`src/hw/rtl/drop_pkg.sv`:
```
`default_nettype none
package drop_pkg;

    localparam logic [9:0] HDR_BYTES   = 10'd240;
    localparam logic [9:0] OFFSET_MAX  = 10'd1023;
    localparam logic [9:0] XID_FIRST   = 10'd4;
    localparam logic [9:0] XID_LAST    = 10'd7;
    localparam logic [9:0] YIADDR_FIRST = 10'd16;
    localparam logic [9:0] YIADDR_LAST = 10'd19;
    localparam logic [9:0] COOKIE_FIRST = 10'd236;
    localparam logic [9:0] COOKIE_LAST = 10'd239;

    localparam logic [0:0] CFG_CLIENT_XID  = 1'd0;
    localparam logic [0:0] CFG_SERVER_PORT = 1'd1;

    localparam logic [31:0] XID_RESET  = 32'd0;
    localparam logic [15:0] PORT_RESET = 16'd67;

    localparam logic [1:0] PH_CODE  = 2'd0;
    localparam logic [1:0] PH_LEN   = 2'd1;
    localparam logic [1:0] PH_VALUE = 2'd2;

    localparam logic [7:0] OPT_PAD      = 8'd0;
    localparam logic [7:0] OPT_MASK     = 8'd1;
    localparam logic [7:0] OPT_ROUTER   = 8'd3;
    localparam logic [7:0] OPT_DNS      = 8'd6;
    localparam logic [7:0] OPT_MSG_TYPE = 8'd53;
    localparam logic [7:0] OPT_SERVER   = 8'd54;
    localparam logic [7:0] OPT_END      = 8'd255;

    localparam logic [7:0] MT_OFFER = 8'd2;
    localparam logic [7:0] MT_ACK   = 8'd5;
    localparam logic [7:0] MT_NAK   = 8'd6;

    localparam logic [1:0] KIND_NONE  = 2'd0;
    localparam logic [1:0] KIND_OFFER = 2'd1;
    localparam logic [1:0] KIND_ACK   = 2'd2;
    localparam logic [1:0] KIND_NAK   = 2'd3;

    localparam logic [1:0] CST_WAITING = 2'd0;
    localparam logic [1:0] CST_OFFERED = 2'd1;
    localparam logic [1:0] CST_BOUND   = 2'd2;
    localparam logic [1:0] CST_FAILED  = 2'd3;

    typedef struct packed {
        logic [7:0] data_byte;
        logic       last;
        logic       walk;
        logic       cap_yiaddr;
        logic       accepted;
        logic [9:0] opt_pos;
    } t_item;

    typedef struct packed {
        logic        accepted;
        logic [1:0]  msg_kind;
        logic [1:0]  client_state;
        logic [31:0] offer_addr;
        logic [31:0] ack_addr;
        logic [31:0] server_ident;
        logic [31:0] subnet_mask;
        logic [31:0] router_addr;
        logic [31:0] dns_addr;
    } t_result;

    function automatic logic [7:0] cookie_byte(input logic [1:0] idx);
        logic [7:0] val;
        case (idx)
            2'd0:    val = 8'h63;
            2'd1:    val = 8'h82;
            2'd2:    val = 8'h53;
            default: val = 8'h63;
        endcase
        return val;
    endfunction

endpackage
`default_nettype wire

```
`src/hw/rtl/drop_rx_if.sv`:
```
`default_nettype none
interface drop_rx_if;
    logic        valid;
    logic        ready;
    logic [7:0]  data_byte;
    logic        last;
    logic [15:0] udp_port;

    modport source (output valid, output data_byte, output last, output udp_port, input ready);
    modport sink (input valid, input data_byte, input last, input udp_port, output ready);
endinterface
`default_nettype wire

```
`src/hw/rtl/drop_tx_if.sv`:
```
`default_nettype none
interface drop_tx_if;
    logic        valid;
    logic        ready;
    logic        accepted;
    logic [1:0]  msg_kind;
    logic [1:0]  client_state;
    logic [31:0] offer_addr;
    logic [31:0] ack_addr;
    logic [31:0] server_ident;
    logic [31:0] subnet_mask;
    logic [31:0] router_addr;
    logic [31:0] dns_addr;

    modport source (
        output valid, output accepted, output msg_kind, output client_state,
        output offer_addr, output ack_addr, output server_ident,
        output subnet_mask, output router_addr, output dns_addr,
        input ready
    );
    modport sink (
        input valid, input accepted, input msg_kind, input client_state,
        input offer_addr, input ack_addr, input server_ident,
        input subnet_mask, input router_addr, input dns_addr,
        output ready
    );
endinterface
`default_nettype wire

```
`src/hw/rtl/drop_front.sv`:
```
`default_nettype none
module drop_front (
    input  wire logic          i_clk,
    input  wire logic          i_rst_n,
    input  wire logic          i_cfg_we,
    input  wire logic [0:0]    i_cfg_idx,
    input  wire logic [31:0]   i_cfg_data,
    drop_rx_if.sink            i_rx,
    output drop_pkg::t_item    o_item,
    output logic               o_valid,
    input  wire logic          i_ready
);
    import drop_pkg::*;

    logic [31:0] r_xid;
    logic [15:0] r_sport;
    logic [9:0]  r_off;
    logic        r_hdr_ok;
    logic        r_port_ok;

    logic        xfer;
    logic        port_now;
    logic        hdr_now;
    logic        in_xid;
    logic        in_cookie;
    logic [7:0]  xid_want;

    assign i_rx.ready = i_ready;
    assign o_valid    = i_rx.valid;
    assign xfer       = i_rx.valid & i_ready;

    always_comb begin
        case (r_off[1:0])
            2'd0:    xid_want = r_xid[31:24];
            2'd1:    xid_want = r_xid[23:16];
            2'd2:    xid_want = r_xid[15:8];
            default: xid_want = r_xid[7:0];
        endcase
        in_xid    = (r_off >= XID_FIRST) && (r_off <= XID_LAST);
        in_cookie = (r_off >= COOKIE_FIRST) && (r_off <= COOKIE_LAST);
        port_now  = (r_off == '0) ? (i_rx.udp_port == r_sport) : r_port_ok;
        hdr_now   = r_hdr_ok
                  & ~(in_xid & (i_rx.data_byte != xid_want))
                  & ~(in_cookie & (i_rx.data_byte != cookie_byte(r_off[1:0])));

        o_item.data_byte  = i_rx.data_byte;
        o_item.last       = i_rx.last;
        o_item.walk       = (r_off >= HDR_BYTES) && (r_off < OFFSET_MAX) && port_now && hdr_now;
        o_item.cap_yiaddr = (r_off >= YIADDR_FIRST) && (r_off <= YIADDR_LAST);
        o_item.accepted   = port_now && hdr_now && (r_off >= COOKIE_LAST);
        o_item.opt_pos    = r_off - HDR_BYTES;
    end

    always_ff @(posedge i_clk) begin
        if (!i_rst_n) begin
            r_xid   <= XID_RESET;
            r_sport <= PORT_RESET;
        end else if (i_cfg_we) begin
            if (i_cfg_idx == CFG_CLIENT_XID) begin
                r_xid <= i_cfg_data;
            end else begin
                r_sport <= i_cfg_data[15:0];
            end
        end
    end

    always_ff @(posedge i_clk) begin
        if (!i_rst_n) begin
            r_off     <= '0;
            r_hdr_ok  <= 1'b1;
            r_port_ok <= 1'b1;
        end else if (xfer) begin
            if (i_rx.last) begin
                r_off     <= '0;
                r_hdr_ok  <= 1'b1;
                r_port_ok <= 1'b1;
            end else begin
                r_off     <= (r_off >= OFFSET_MAX) ? r_off : r_off + 10'd1;
                r_hdr_ok  <= hdr_now;
                r_port_ok <= port_now;
            end
        end
    end

    assert property (@(posedge i_clk) disable iff (!i_rst_n)
        xfer && i_rx.last |=> r_off == '0 && r_hdr_ok && r_port_ok)
        else $error("front: packet state not cleared after last byte");
    assert property (@(posedge i_clk) disable iff (!i_rst_n)
        xfer && o_item.walk |-> o_item.accepted)
        else $error("front: option byte walked in a rejected packet");
    assert property (@(posedge i_clk) disable iff (!i_rst_n)
        xfer && !i_rx.last && r_off < OFFSET_MAX |=> r_off == $past(r_off) + 10'd1)
        else $error("front: byte offset skipped");
endmodule
`default_nettype wire

```
`src/hw/rtl/drop_queue.sv`:
```
`default_nettype none
module drop_queue (
    input  wire logic       i_clk,
    input  wire logic       i_rst_n,
    input  drop_pkg::t_item i_item,
    input  wire logic       i_push,
    output logic            o_ready,
    output drop_pkg::t_item o_item,
    output logic            o_valid,
    input  wire logic       i_pop
);
    import drop_pkg::*;

    t_item       r_slot [2];
    logic        r_wp;
    logic        r_rp;
    logic [1:0]  r_cnt;
    logic        wr;
    logic        rd;

    assign o_ready = (r_cnt != 2'd2);
    assign o_valid = (r_cnt != 2'd0);
    assign o_item  = r_slot[r_rp];
    assign wr      = i_push & o_ready;
    assign rd      = i_pop & o_valid;

    always_ff @(posedge i_clk) begin
        if (wr) begin
            r_slot[r_wp] <= i_item;
        end
    end

    always_ff @(posedge i_clk) begin
        if (!i_rst_n) begin
            r_wp  <= 1'b0;
            r_rp  <= 1'b0;
            r_cnt <= 2'd0;
        end else begin
            if (wr) begin
                r_wp <= ~r_wp;
            end
            if (rd) begin
                r_rp <= ~r_rp;
            end
            r_cnt <= r_cnt + {1'b0, wr} - {1'b0, rd};
        end
    end

    assert property (@(posedge i_clk) disable iff (!i_rst_n)
        r_cnt <= 2'd2)
        else $error("queue: occupancy out of range");
    assert property (@(posedge i_clk) disable iff (!i_rst_n)
        (r_cnt == 2'd0 || r_cnt == 2'd2) |-> r_wp == r_rp)
        else $error("queue: pointers disagree with occupancy");
    assert property (@(posedge i_clk) disable iff (!i_rst_n)
        wr && !rd |=> r_cnt == $past(r_cnt) + 2'd1)
        else $error("queue: lost a transfer");
endmodule
`default_nettype wire

```
`src/hw/rtl/drop_back.sv`:
```
`default_nettype none
module drop_back #(
    parameter int OPTION_AREA_BYTES = 312
) (
    input  wire logic       i_clk,
    input  wire logic       i_rst_n,
    input  drop_pkg::t_item i_item,
    input  wire logic       i_valid,
    output logic            o_pop,
    drop_tx_if.source       o_tx
);
    import drop_pkg::*;

    localparam logic [10:0] OAB = 11'(OPTION_AREA_BYTES);

    logic [1:0]  r_phase, n_phase;
    logic [7:0]  r_code, n_code;
    logic [7:0]  r_len, n_len;
    logic [7:0]  r_vidx, n_vidx;
    logic [31:0] r_shift, n_shift;
    logic        r_stop, n_stop;
    logic [1:0]  r_kind, n_kind;
    logic [31:0] r_yaddr, n_yaddr;
    logic [31:0] r_offer, n_offer;
    logic [31:0] r_ack, n_ack;
    logic [31:0] r_server, n_server;
    logic [31:0] r_mask, n_mask;
    logic [31:0] r_router, n_router;
    logic [31:0] r_dns, n_dns;
    logic [1:0]  r_cst, n_cst;
    t_result     r_res, n_res;
    logic        r_ovalid, n_ovalid;

    logic [7:0]  b;
    logic [10:0] pos;
    logic [7:0]  vidx_inc;
    logic [31:0] shift_inc;
    logic [7:0]  type_byte;
    logic [1:0]  res_kind;

    assign o_pop = i_valid & (~i_item.last | ~r_ovalid | o_tx.ready);
    assign b     = i_item.data_byte;
    assign pos   = {1'b0, i_item.opt_pos};

    always_comb begin
        n_phase  = r_phase;
        n_code   = r_code;
        n_len    = r_len;
        n_vidx   = r_vidx;
        n_shift  = r_shift;
        n_stop   = r_stop;
        n_kind   = r_kind;
        n_yaddr  = r_yaddr;
        n_offer  = r_offer;
        n_ack    = r_ack;
        n_server = r_server;
        n_mask   = r_mask;
        n_router = r_router;
        n_dns    = r_dns;
        n_cst    = r_cst;
        n_res    = r_res;
        n_ovalid = o_tx.ready ? 1'b0 : r_ovalid;
        res_kind = KIND_NONE;

        vidx_inc  = r_vidx + 8'd1;
        shift_inc = (r_vidx < 8'd4) ? {r_shift[23:0], b} : r_shift;
        case (r_len)
            8'd1:    type_byte = shift_inc[7:0];
            8'd2:    type_byte = shift_inc[15:8];
            8'd3:    type_byte = shift_inc[23:16];
            default: type_byte = shift_inc[31:24];
        endcase

        if (o_pop) begin
            if (i_item.cap_yiaddr) begin
                n_yaddr = {r_yaddr[23:0], b};
            end
            if (i_item.walk && !r_stop) begin
                if (pos >= OAB) begin
                    n_stop = 1'b1;
                end else begin
                    unique case (r_phase)
                        PH_CODE: begin
                            if (b == OPT_END) begin
                                n_stop = 1'b1;
                            end else if (b != OPT_PAD) begin
                                if (pos + 11'd1 >= OAB) begin
                                    n_stop = 1'b1;
                                end else begin
                                    n_code  = b;
                                    n_phase = PH_LEN;
                                end
                            end
                        end
                        PH_LEN: begin
                            if (pos + 11'd1 + {3'b0, b} > OAB) begin
                                n_stop = 1'b1;
                            end else begin
                                n_len   = b;
                                n_vidx  = '0;
                                n_shift = '0;
                                n_phase = (b == 8'd0) ? PH_CODE : PH_VALUE;
                            end
                        end
                        PH_VALUE: begin
                            n_shift = shift_inc;
                            n_vidx  = vidx_inc;
                            if (vidx_inc == r_len) begin
                                n_phase = PH_CODE;
                                if (r_code == OPT_MSG_TYPE) begin
                                    if (type_byte == MT_OFFER) begin
                                        n_kind = KIND_OFFER;
                                    end else if (type_byte == MT_ACK) begin
                                        n_kind = KIND_ACK;
                                    end else if (type_byte == MT_NAK) begin
                                        n_kind = KIND_NAK;
                                    end else begin
                                        n_kind = KIND_NONE;
                                    end
                                end else if (r_code == OPT_SERVER && r_len == 8'd4) begin
                                    n_server = shift_inc;
                                end else if (r_code == OPT_MASK && r_len == 8'd4) begin
                                    n_mask = shift_inc;
                                end else if (r_code == OPT_ROUTER && r_len >= 8'd4) begin
                                    n_router = shift_inc;
                                end else if (r_code == OPT_DNS && r_len >= 8'd4) begin
                                    n_dns = shift_inc;
                                end
                            end
                        end
                        default: begin
                            n_phase = PH_CODE;
                        end
                    endcase
                end
            end

            if (i_item.last) begin
                res_kind = i_item.accepted ? n_kind : KIND_NONE;
                case (res_kind)
                    KIND_OFFER: begin
                        n_offer = n_yaddr;
                        n_cst   = CST_OFFERED;
                    end
                    KIND_ACK: begin
                        n_ack = n_yaddr;
                        n_cst = CST_BOUND;
                    end
                    KIND_NAK: begin
                        n_cst = CST_FAILED;
                    end
                    default: begin
                    end
                endcase
                n_res.accepted     = i_item.accepted;
                n_res.msg_kind     = res_kind;
                n_res.client_state = n_cst;
                n_res.offer_addr   = n_offer;
                n_res.ack_addr     = n_ack;
                n_res.server_ident = n_server;
                n_res.subnet_mask  = n_mask;
                n_res.router_addr  = n_router;
                n_res.dns_addr     = n_dns;
                n_ovalid           = 1'b1;
                n_phase = PH_CODE;
                n_code  = '0;
                n_len   = '0;
                n_vidx  = '0;
                n_shift = '0;
                n_stop  = 1'b0;
                n_kind  = KIND_NONE;
                n_yaddr = '0;
            end
        end
    end

    always_ff @(posedge i_clk) begin
        if (!i_rst_n) begin
            r_phase  <= PH_CODE;
            r_code   <= '0;
            r_len    <= '0;
            r_vidx   <= '0;
            r_shift  <= '0;
            r_stop   <= 1'b0;
            r_kind   <= KIND_NONE;
            r_yaddr  <= '0;
            r_offer  <= '0;
            r_ack    <= '0;
            r_server <= '0;
            r_mask   <= '0;
            r_router <= '0;
            r_dns    <= '0;
            r_cst    <= CST_WAITING;
            r_ovalid <= 1'b0;
        end else begin
            r_phase  <= n_phase;
            r_code   <= n_code;
            r_len    <= n_len;
            r_vidx   <= n_vidx;
            r_shift  <= n_shift;
            r_stop   <= n_stop;
            r_kind   <= n_kind;
            r_yaddr  <= n_yaddr;
            r_offer  <= n_offer;
            r_ack    <= n_ack;
            r_server <= n_server;
            r_mask   <= n_mask;
            r_router <= n_router;
            r_dns    <= n_dns;
            r_cst    <= n_cst;
            r_ovalid <= n_ovalid;
        end
    end

    always_ff @(posedge i_clk) begin
        r_res <= n_res;
    end

    assign o_tx.valid        = r_ovalid;
    assign o_tx.accepted     = r_res.accepted;
    assign o_tx.msg_kind     = r_res.msg_kind;
    assign o_tx.client_state = r_res.client_state;
    assign o_tx.offer_addr   = r_res.offer_addr;
    assign o_tx.ack_addr     = r_res.ack_addr;
    assign o_tx.server_ident = r_res.server_ident;
    assign o_tx.subnet_mask  = r_res.subnet_mask;
    assign o_tx.router_addr  = r_res.router_addr;
    assign o_tx.dns_addr     = r_res.dns_addr;

    assert property (@(posedge i_clk) disable iff (!i_rst_n)
        r_ovalid && r_res.msg_kind != KIND_NONE |-> r_res.accepted)
        else $error("back: message kind reported for a rejected packet");
    assert property (@(posedge i_clk) disable iff (!i_rst_n)
        r_ovalid && r_res.msg_kind == KIND_NAK |-> r_res.client_state == CST_FAILED)
        else $error("back: nak did not move client to failed");
    assert property (@(posedge i_clk) disable iff (!i_rst_n)
        r_ovalid && r_res.msg_kind == KIND_OFFER |-> r_res.client_state == CST_OFFERED)
        else $error("back: offer did not move client to offered");
    assert property (@(posedge i_clk) disable iff (!i_rst_n)
        r_ovalid && !o_tx.ready |-> !(o_pop && i_item.last))
        else $error("back: result overwritten while held");
endmodule
`default_nettype wire

```
`src/hw/rtl/dhcp_reply_option_parser.sv`:
```
`default_nettype none
// DHCP reply parser. Takes the UDP payload of a reply one byte per transfer on i_rx
// (last marks the final byte, udp_port is sampled with the first) and gives one
// result on o_tx per payload, holding the accept flag, the message kind, the client
// state and the kept addresses. The front stage checks port, transaction id and
// cookie; a two-entry queue feeds the option walker, which handles one byte per
// clock unless an earlier result is still held on o_tx; sustained rate is one byte
// per cycle under that proviso. The last byte passes through the queue, and the
// walker registers the result onto o_tx. Configuration (index 0 client_xid, 1
// server_port) may only be written while no packet is in flight.
module dhcp_reply_option_parser #(
    parameter int OPTION_AREA_BYTES = 312
) (
    input  wire logic        i_clk,
    input  wire logic        i_rst_n,
    input  wire logic        i_cfg_we,
    input  wire logic [0:0]  i_cfg_idx,
    input  wire logic [31:0] i_cfg_data,
    drop_rx_if.sink          i_rx,
    drop_tx_if.source        o_tx
);
    import drop_pkg::*;

    t_item f_item;
    t_item q_item;
    logic  f_valid;
    logic  q_ready;
    logic  q_valid;
    logic  b_pop;

    drop_front u_front (
        .i_clk      (i_clk),
        .i_rst_n    (i_rst_n),
        .i_cfg_we   (i_cfg_we),
        .i_cfg_idx  (i_cfg_idx),
        .i_cfg_data (i_cfg_data),
        .i_rx       (i_rx),
        .o_item     (f_item),
        .o_valid    (f_valid),
        .i_ready    (q_ready)
    );

    drop_queue u_queue (
        .i_clk   (i_clk),
        .i_rst_n (i_rst_n),
        .i_item  (f_item),
        .i_push  (f_valid),
        .o_ready (q_ready),
        .o_item  (q_item),
        .o_valid (q_valid),
        .i_pop   (b_pop)
    );

    drop_back #(
        .OPTION_AREA_BYTES (OPTION_AREA_BYTES)
    ) u_back (
        .i_clk   (i_clk),
        .i_rst_n (i_rst_n),
        .i_item  (q_item),
        .i_valid (q_valid),
        .o_pop   (b_pop),
        .o_tx    (o_tx)
    );
endmodule
`default_nettype wire
```
`src/flat_wrapper.sv`:
```
// flat-port wrapper written by rule: the top's interface ports become plain ports
module dhcp_reply_option_parser_flat import drop_pkg::*;
#(
    parameter int OPTION_AREA_BYTES = 312
)
  (i_clk, i_rst_n, i_cfg_we, i_cfg_idx, i_cfg_data, i_rx_valid, i_rx_data_byte, i_rx_last, i_rx_udp_port, i_rx_ready, o_tx_valid, o_tx_accepted, o_tx_msg_kind, o_tx_client_state, o_tx_offer_addr, o_tx_ack_addr, o_tx_server_ident, o_tx_subnet_mask, o_tx_router_addr, o_tx_dns_addr, o_tx_ready);
  drop_rx_if i_rx_i ();
  drop_tx_if o_tx_i ();
  input  wire logic i_clk;
  input  wire logic i_rst_n;
  input  wire logic i_cfg_we;
  input  wire logic [0:0] i_cfg_idx;
  input  wire logic [31:0] i_cfg_data;
  input wire logic [$bits(i_rx_i.valid)-1:0] i_rx_valid;
  input wire logic [$bits(i_rx_i.data_byte)-1:0] i_rx_data_byte;
  input wire logic [$bits(i_rx_i.last)-1:0] i_rx_last;
  input wire logic [$bits(i_rx_i.udp_port)-1:0] i_rx_udp_port;
  output wire logic [$bits(i_rx_i.ready)-1:0] i_rx_ready;
  output wire logic [$bits(o_tx_i.valid)-1:0] o_tx_valid;
  output wire logic [$bits(o_tx_i.accepted)-1:0] o_tx_accepted;
  output wire logic [$bits(o_tx_i.msg_kind)-1:0] o_tx_msg_kind;
  output wire logic [$bits(o_tx_i.client_state)-1:0] o_tx_client_state;
  output wire logic [$bits(o_tx_i.offer_addr)-1:0] o_tx_offer_addr;
  output wire logic [$bits(o_tx_i.ack_addr)-1:0] o_tx_ack_addr;
  output wire logic [$bits(o_tx_i.server_ident)-1:0] o_tx_server_ident;
  output wire logic [$bits(o_tx_i.subnet_mask)-1:0] o_tx_subnet_mask;
  output wire logic [$bits(o_tx_i.router_addr)-1:0] o_tx_router_addr;
  output wire logic [$bits(o_tx_i.dns_addr)-1:0] o_tx_dns_addr;
  input wire logic [$bits(o_tx_i.ready)-1:0] o_tx_ready;
  assign i_rx_i.valid = i_rx_valid;
  assign i_rx_i.data_byte = i_rx_data_byte;
  assign i_rx_i.last = i_rx_last;
  assign i_rx_i.udp_port = i_rx_udp_port;
  assign i_rx_ready = i_rx_i.ready;
  assign o_tx_valid = o_tx_i.valid;
  assign o_tx_accepted = o_tx_i.accepted;
  assign o_tx_msg_kind = o_tx_i.msg_kind;
  assign o_tx_client_state = o_tx_i.client_state;
  assign o_tx_offer_addr = o_tx_i.offer_addr;
  assign o_tx_ack_addr = o_tx_i.ack_addr;
  assign o_tx_server_ident = o_tx_i.server_ident;
  assign o_tx_subnet_mask = o_tx_i.subnet_mask;
  assign o_tx_router_addr = o_tx_i.router_addr;
  assign o_tx_dns_addr = o_tx_i.dns_addr;
  assign o_tx_i.ready = o_tx_ready;
  dhcp_reply_option_parser #(.OPTION_AREA_BYTES(OPTION_AREA_BYTES)) u_core (.i_clk(i_clk), .i_rst_n(i_rst_n), .i_cfg_we(i_cfg_we), .i_cfg_idx(i_cfg_idx), .i_cfg_data(i_cfg_data), .i_rx(i_rx_i), .o_tx(o_tx_i));
endmodule
```
`config.mk`:
```
export PLATFORM = sky130hd
export DESIGN_NAME = dhcp_reply_option_parser_flat
export DESIGN_NICKNAME = d
export VERILOG_FILES = /design/src/hw/rtl/drop_pkg.sv /design/src/hw/rtl/drop_rx_if.sv /design/src/hw/rtl/drop_tx_if.sv /design/src/hw/rtl/drop_front.sv /design/src/hw/rtl/drop_queue.sv /design/src/hw/rtl/drop_back.sv /design/src/hw/rtl/dhcp_reply_option_parser.sv /design/src/flat_wrapper.sv
export SDC_FILE = /design/constraint.sdc
export NUM_CORES = 1
export LEC_CHECK = 0
export ABC_AREA = 1
export BUFFER_PORTS_ARGS = -buffer_cell sky130_fd_sc_hd__buf_2
export CORE_MARGIN = 5
export CORE_UTILIZATION = 35
export DETAILED_ROUTE_END_ITERATION = 16
export SYNTH_ARGS = -nofsm -noshare
export SYNTH_HDL_FRONTEND = slang
export SYNTH_SLANG_ARGS = --single-unit
```
`constraint.sdc`:
```
create_clock -name i_clk -period 19.96 [get_ports i_clk]
set_input_delay 1.996 -clock i_clk [delete_from_list [all_inputs] [get_ports i_clk]]
set_output_delay 1.996 -clock i_clk [all_outputs]
set_load 0.02 [all_outputs]
```
==> results of run 1 <==
[layout by cell type (no fill, tap or decap), types with 5 or more instances in the layout]
master	instances
nand2_1	632
inv_1	401
dfxtp_1	353
o21ai_0	331
buf_2	260
nor2_1	246
edfxtp_1	241
a21oi_1	212
nand3_1	158
or2_2	93
o21ai_1	87
clkbuf_16	68
o21a_1	66
nand4_1	62
ha_1	26
buf_4	24
xor2_1	23
mux2i_1	18
xnor2_1	17
nor3_1	15
clkbuf_1	13
clkinv_2	10
bufinv_16	8
nor2_2	7
nand2_2	7
clkinv_1	7
nor4_1	5
[stage by stage]
step                power, W  util, %  instances  area (sq um)
floorplan            0.00342        -       3226         26800
CTS                  0.00534     40.9       4490         31100
detailed placement   0.00405     37.9       4366         28800
global placement     0.00402     37.9       4366         28800
finish               0.00530     40.9       4491         31100
global route         0.00567     40.9       4490         31100
[cells by family after synthesis]
logic type | after synthesis | share of synthesized area (%)
buffers and inverters | 586 | 8.90
adder cells (fa/ha/maj) | 27 | 1.29
flip-flops | 594 | 53.3
AND/OR/NAND/NOR | 1244 | 20.2
AO/OA/AOI/OAI | 717 | 14.3
XOR/XNOR | 40 | 1.31
multiplexers | 18 | 0.672
[routing by layer]
metal  wire, um  part of all wire, %
met1      33400                   46
met2      33100                   46
met4       1730                  2.4
met5          7               0.0097
met3       4140                  5.7
[worst max-delay path, cell delays in order]
cell and delay (ns):
buf_2 0.07, inv_1 0.03, nand2_1 0.23, o21ai_4 0.09, buf_4 0.26, inv_6 0.62
nand2_1 0.44, inv_8 0.55, buf_4 0.84, buf_4 0.76
[final timing paths]
check	to	slack [ns]	cells after the start
worst min register to register	u_core.u_queue.r_rp	0.46	1
worst max register to register	u_core.u_back.o_tx.ack_addr[18]	14.43	12
worst max-delay path	u_core.u_back.o_tx.ack_addr[18]	14.09	10
worst min-delay path	u_core.u_queue.r_rp	0.46	1
[Yosys cell counts (all sizes together) (3+ instances only)]
cell type / instances / share of area, %
nor4: 8 / 0.21
a21oi: 213 / 4.0
o21a: 66 / 1.8
edfxtp: 241 / 27
nor2: 255 / 3.7
ha: 26 / 1.2
xnor2: 17 / 0.56
nor3: 15 / 0.28
nand2: 642 / 9.1
clkbuf: 110 / 1.5
or2: 95 / 2.2
nand4: 62 / 1.4
mux2i: 18 / 0.67
nand3: 162 / 3.1
buf: 65 / 1.6
a31oi: 3 / 0.070
inv: 409 / 5.7
xor2: 23 / 0.75
o21ai: 422 / 8.0
dfxtp: 353 / 26
[power by group through the flow]
stage	Clock (W)	Combinational, W	Sequential [W]
final	0.00128	0.00212	0.00190
after detailed placement	0	0.00212	0.00193
after global routing	0.00136	0.00236	0.00194
after floorplan	0	0.00133	0.00210
after CTS	0.00131	0.00213	0.00190
after global placement	0	0.00210	0.00192
[final cells by class]
type / instances / area (sq um)
Fill cell: 7632 / 44900
Sequential cell: 594 / 14300
Multi-Input combinational cell: 2046 / 10100
Clock buffer: 85 / 1810
Inverter: 411 / 1560
Timing Repair Buffer: 285 / 1490
Tap cell: 1030 / 1290
Clock inverter: 39 / 502
Antenna cell: 1 / 2.50
==> results.json, run 1 <==
{
  "outcome": "finished clean",
  "grt_pass1_wl_mm": 112,
  "slew_violations": 0,
  "hp-start": "u_core.u_queue.r_rp",
  "insertion_delay_ns": 0.62,
  "cts.clk_slew.worst_paths_ns": 0.06,
  "max_slew.worst_pin.slew_ns": 1.21,
  "setup_violations": 0,
  "cts_setup_buffers": 0,
  "rows": 101,
  "drtIter0Drc": 1770,
  "area_growth_pct": 16.0,
  "slew_headroom_pct": 19.2,
  "syn-num-nets": 3316,
  "clock_skew_ns": 0.0425,
  "first_global_vias": 19800,
  "core_sq_mm": 0.0759,
  "crit_start": "o_tx_ready",
  "viasPerCell": 4.83,
  "p_per_area_mw_per_mm2": 171,
  "met2_usage_pct": 26.8,
  "regMostFlops": "u_core.u_queue.r_slot",
  "boundaryPins": 262,
  "fmax_mhz": 170,
  "gp_congestion": 0.828,
  "largest_reg_flops": 44,
  "hold_violations": 0,
  "leakagePower_nw": 14.3,
  "drc": 0,
  "netSwitchingPower_w": 0.00220,
  "synthArstFlopShare_pct": 0,
  "die_area_sq_mm": 0.0823,
  "ys_seq_elements": 594,
  "antenna_found_initial": 1,
  "place_hpwl_mm": 48.3,
  "syn-instance-count": 3226,
  "finalNetCount": 3495,
  "pre_cts_ws_ns": 13.36,
  "cts_max_level": 3,
  "synth_edf_count": 241,
  "drv_cap": 0,
  "ys_seq_area_share_pct": 53.3,
  "rsz0062_at_grt": "false",
  "critical_path.startpoint_type": "primary input",
  "irDropWorstVdd_v": 0.0000774,
  "power_frac_clock_pct": 24.1,
  "holdCritPathClass": "flop to flop",
  "min_period_ns": 5.87,
  "cts_hold_buffers": 0,
  "period_share_pct": 29.4,
  "synthDistinctLibCells": 52,
  "crit_required_ns": 20.19,
  "yosysWarnings": 0,
  "pwr-share-seq_pct": 35.9,
  "vias": 21700,
  "clockRootBuffer": "clkbuf_16",
  "clk_path_buf_depth": 3,
  "critPathCaptureType": "flop",
  "use_met1_pct": 24.3,
  "numPortBuffers": 261,
  "fin_tns_setup_ns": 0,
  "avgSynthCellArea_sq_um": 8.31,
  "drive_above_1_share_pct": 15.1,
  "grt-busiest-layer": "met2",
  "final.setup.worst_slack_ns": 14.09,
  "cp_max_fo": 142,
  "synth_area_sq_mm": 0.0268,
  "grt_use_total_pct": 17.0,
  "internal_power_w": 0.00310,
  "switching_share_pct": 41.5,
  "cts_tree": "done",
  "grt_remaining_overflow": 0,
  "post_drt_wl_per_cell_um": 16.1,
  "arrival_ns": 6.09,
  "die_w_um": 287,
  "ys.flop_type": "dfxtp_1",
  "firstDrtPassIters": 8,
  "comb_power_share_pct": 40.0,
  "numCtsBuffers": 67,
  "criticalPathCategory": "primary input to flop",
  "grt.met3_usage_pct": 2.72,
  "grt_max_degree": 143,
  "antenna_left": 0,
  "start_util_pct": 35.3,
  "cts.repair.resized": 0,
  "clock-sinks": 594,
  "drt_wl_total_mm": 72.4,
  "dieHeight_um": 287,
  "hold_ws_ns": 0.456
}
(Power assumes the default switching activity.)
==> run 2, diff against run 1 <==
Settings changed: ABC_AREA 1 to 0.
Clock period 19.96 ns to 5.1 ns, I/O delays scaled along.
==> run 2 against run 1 <==
Against the previous run:
- design area fell by 3.7%
- die area down 5.3%
- combinational power is 27% higher
- via count decreased by 9.5%
- routed wire length shrank 1.8%
- non-clock buffer count rose by 35
- clock power grew to 3.7 times the previous value
- synthesized cell count decreased by 21%
==> results.json, run 2 <==
{
  "outcome": "finished clean",
  "synthArstFlopShare_pct": 0,
  "firstDrtPassIters": 5,
  "holdCritPathClass": "primary input to flop",
  "setup_violations": 0,
  "drc": 0,
  "grt_remaining_overflow": 0,
  "fin_tns_setup_ns": 0,
  "ys_seq_area_share_pct": 56.4,
  "fin_util_pct": 41.8,
  "antenna_left": 0,
  "die_w_um": 279,
  "cts_max_level": 3,
  "grt_max_degree": 99,
  "synthTopCellsByCount": "449 x nand2_1, 353 x dfxtp_1, 293 x nor2_1",
  "numPortBuffers": 261,
  "p_per_area_mw_per_mm2": 442,
  "largest_reg_flops": 44,
  "numCtsBuffers": 66,
  "core_sq_mm": 0.0716,
  "criticalPathCategory": "flop to flop",
  "hold_violations": 0,
  "regMostFlops": "u_core.u_queue.r_slot",
  "ys.flop_type": "dfxtp_1",
  "syn-instance-count": 2556,
  "clk_path_buf_depth": 3,
  "cpMostUsedCell": "buf_4",
  "yosys-mux-area-fraction_pct": 6.66,
  "final_cell_mix": "448 x nand2_1, 352 x dfxtp_1, 291 x nor2_1",
  "arrival_ns": 4.75,
  "grt_use_total_pct": 17.7,
  "place_hpwl_mm": 48.7,
  "critPathCaptureType": "flop",
  "clock-sinks": 594,
  "synth_fa_ha_area_share_pct": 1.40,
  "yosysWarnings": 0,
  "gp_congestion": 0.870,
  "antenna_found_initial": 1,
  "insertion_delay_ns": 0.60,
  "cp_cell_sequence": "mux2i_1 -> inv_1 -> ha_1 -> nand4b_1 -> nand2_1 -> xnor2_1 -> ha_1 -> and3_1 -> a221oi_1 -> xor2_1 -> a2111o_1 -> o2111ai_1 -> o211ai_1 -> buf_4 -> nor3_1 -> buf_4 -> nand4b_1 -> buf_4 -> o21ai_0",
  "ys_seq_elements": 594,
  "avgSynthCellArea_sq_um": 9.91,
  "slew_headroom_pct": 18.7,
  "dieHeight_um": 279,
  "place_inst": 3661,
  "synth_top_area_cell": "edfxtp_1",
  "layout_commonest_cell": "nand2_1",
  "fillerInstances": 6932,
  "synth_compound_area_share_pct": 14.5,
  "rows": 98,
  "synth_area_leaders": "edfxtp_1 29%, dfxtp_1 28%, nand2_1 6.7%",
  "min_period_ns": 4.33,
  "max_stage_delay_ns": 0.44,
  "cts.repair.resized": 0,
  "cts_hold_buffers": 0,
  "critical_path_buf_inv_count": 4,
  "finalNetCount": 2869,
  "max_slew.worst_pin.slew_ns": 1.19,
  "period_share_pct": 84.9,
  "crit_required_ns": 5.52,
  "grt_pass1_wl_mm": 110,
  "finalNonFillerCells": 3780,
  "drtIter0Drc": 1548,
  "clock_skew_ns": 0.0213,
  "vias": 19600,
  "cts_tree": "done",
  "slew_violations": 0,
  "rsz0062_at_grt": "false",
  "die_area_sq_mm": 0.0779,
  "synthDistinctLibCells": 82,
  "synth_edf_count": 241,
  "critical_path.startpoint_type": "flop",
  "insertedDiodeCount": 0,
  "cts.clk_slew.worst_paths_ns": 0.06,
  "synth_top_family_by_area": "simple AND/OR/NAND/NOR gates",
  "clockRootBuffer": "clkbuf_16",
  "syn-num-nets": 2646,
  "path_delay_family": "compound AO/OA/AOI/OAI gates",
  "drive_above_1_share_pct": 18.7,
  "synthSimpleGateAreaFrac_pct": 15.3,
  "boundaryPins": 262,
  "synth_area_sq_mm": 0.0253,
  "cts_setup_buffers": 0,
  "post_synth_xor_area_fraction_pct": 2.25,
  "drt_wl_total_mm": 71.1,
  "leakagePower_nw": 11.0,
  "cp_max_fo": 37,
  "start_util_pct": 35.4,
  "fmax_mhz": 231,
  "post_drt_wl_per_cell_um": 18.8,
  "area_growth_pct": 18.1,
  "synth_top_cell_area_share_pct": 28.6,
  "yosysMostFrequentCell": "nand2_1",
  "cp_slowest_cell": "a221oi_1",
  "drv_cap": 0,
  "viasPerCell": 5.19,
  "irDropWorstVdd_v": 0.000267,
  "first_global_vias": 19000
}
run 2: layer usage:
metal  wire length [um]  share of wire [%]  GRT usage, %
met1              31400                 44          23.7
met2              33700                 47          29.5
met3               4270                6.0          3.50
met4               1720                2.4          4.70
met5                 11              0.015             0
run 2: final timing paths:
check,startpoint,to,slack [ns],depth (start not counted)
max reg2reg,u_core.u_queue.r_slot[1][0],u_core.u_back.r_shift[29],0.77,19
min,i_cfg_data[1],u_core.u_front.r_sport[1],0.15,3
max,u_core.u_queue.r_slot[1][0],u_core.u_back.r_shift[29],0.77,19
min reg2reg,u_core.u_back.r_shift[25],u_core.u_back.r_shift[25],0.45,2
run 2: where the power goes:
| group | internal (W) | switching, W | leakage (nW) |
|---|---|---|---|
| logic | 0.000765 | 0.00194 | 4.80 |
| registers | 0.00556 | 0.000237 | 5.14 |
| clock network | 0.00282 | 0.00192 | 1.06 |
run 2: worst min-delay path, cell delays in order:
cell,delay [ns]
buf_2,0.09
nand2_1,0.05
nand3_1,0.07
run 2: through the flow:
step	power (W)	area [sq um]	setup WS (ns)	hold WS [ns]
finish	0.0132	29900	0.770	0.154
global route	0.0138	29900	0.339	0.146
CTS	0.0134	29900	0.756	0.121
detailed placement	0.00863	27800	0.789	0.443
global placement	0.00859	27800	0.892	0.439
floorplan	0.00755	25300	0.0225	0.419
run 2: cells by family after synthesis:
| kind of cell | Yosys count |
|---|---|
| flops | 594 |
| compound gates | 582 |
| mux | 159 |
| simple gates | 913 |
| buf+inv | 215 |
| xor+xnor | 65 |
| fa+ha+maj | 28 |
run 2: cell type report:
type,count,area [sq um],share of cell area [%]
clock inverters,31,303,1.01
inverters,50,203,0.677
repair buffers,320,1820,6.09
flip-flops and latches,594,14300,47.8
well taps,950,1190,3.97
clock buffers,88,1860,6.21
multi-input cells,1747,10300,34.3
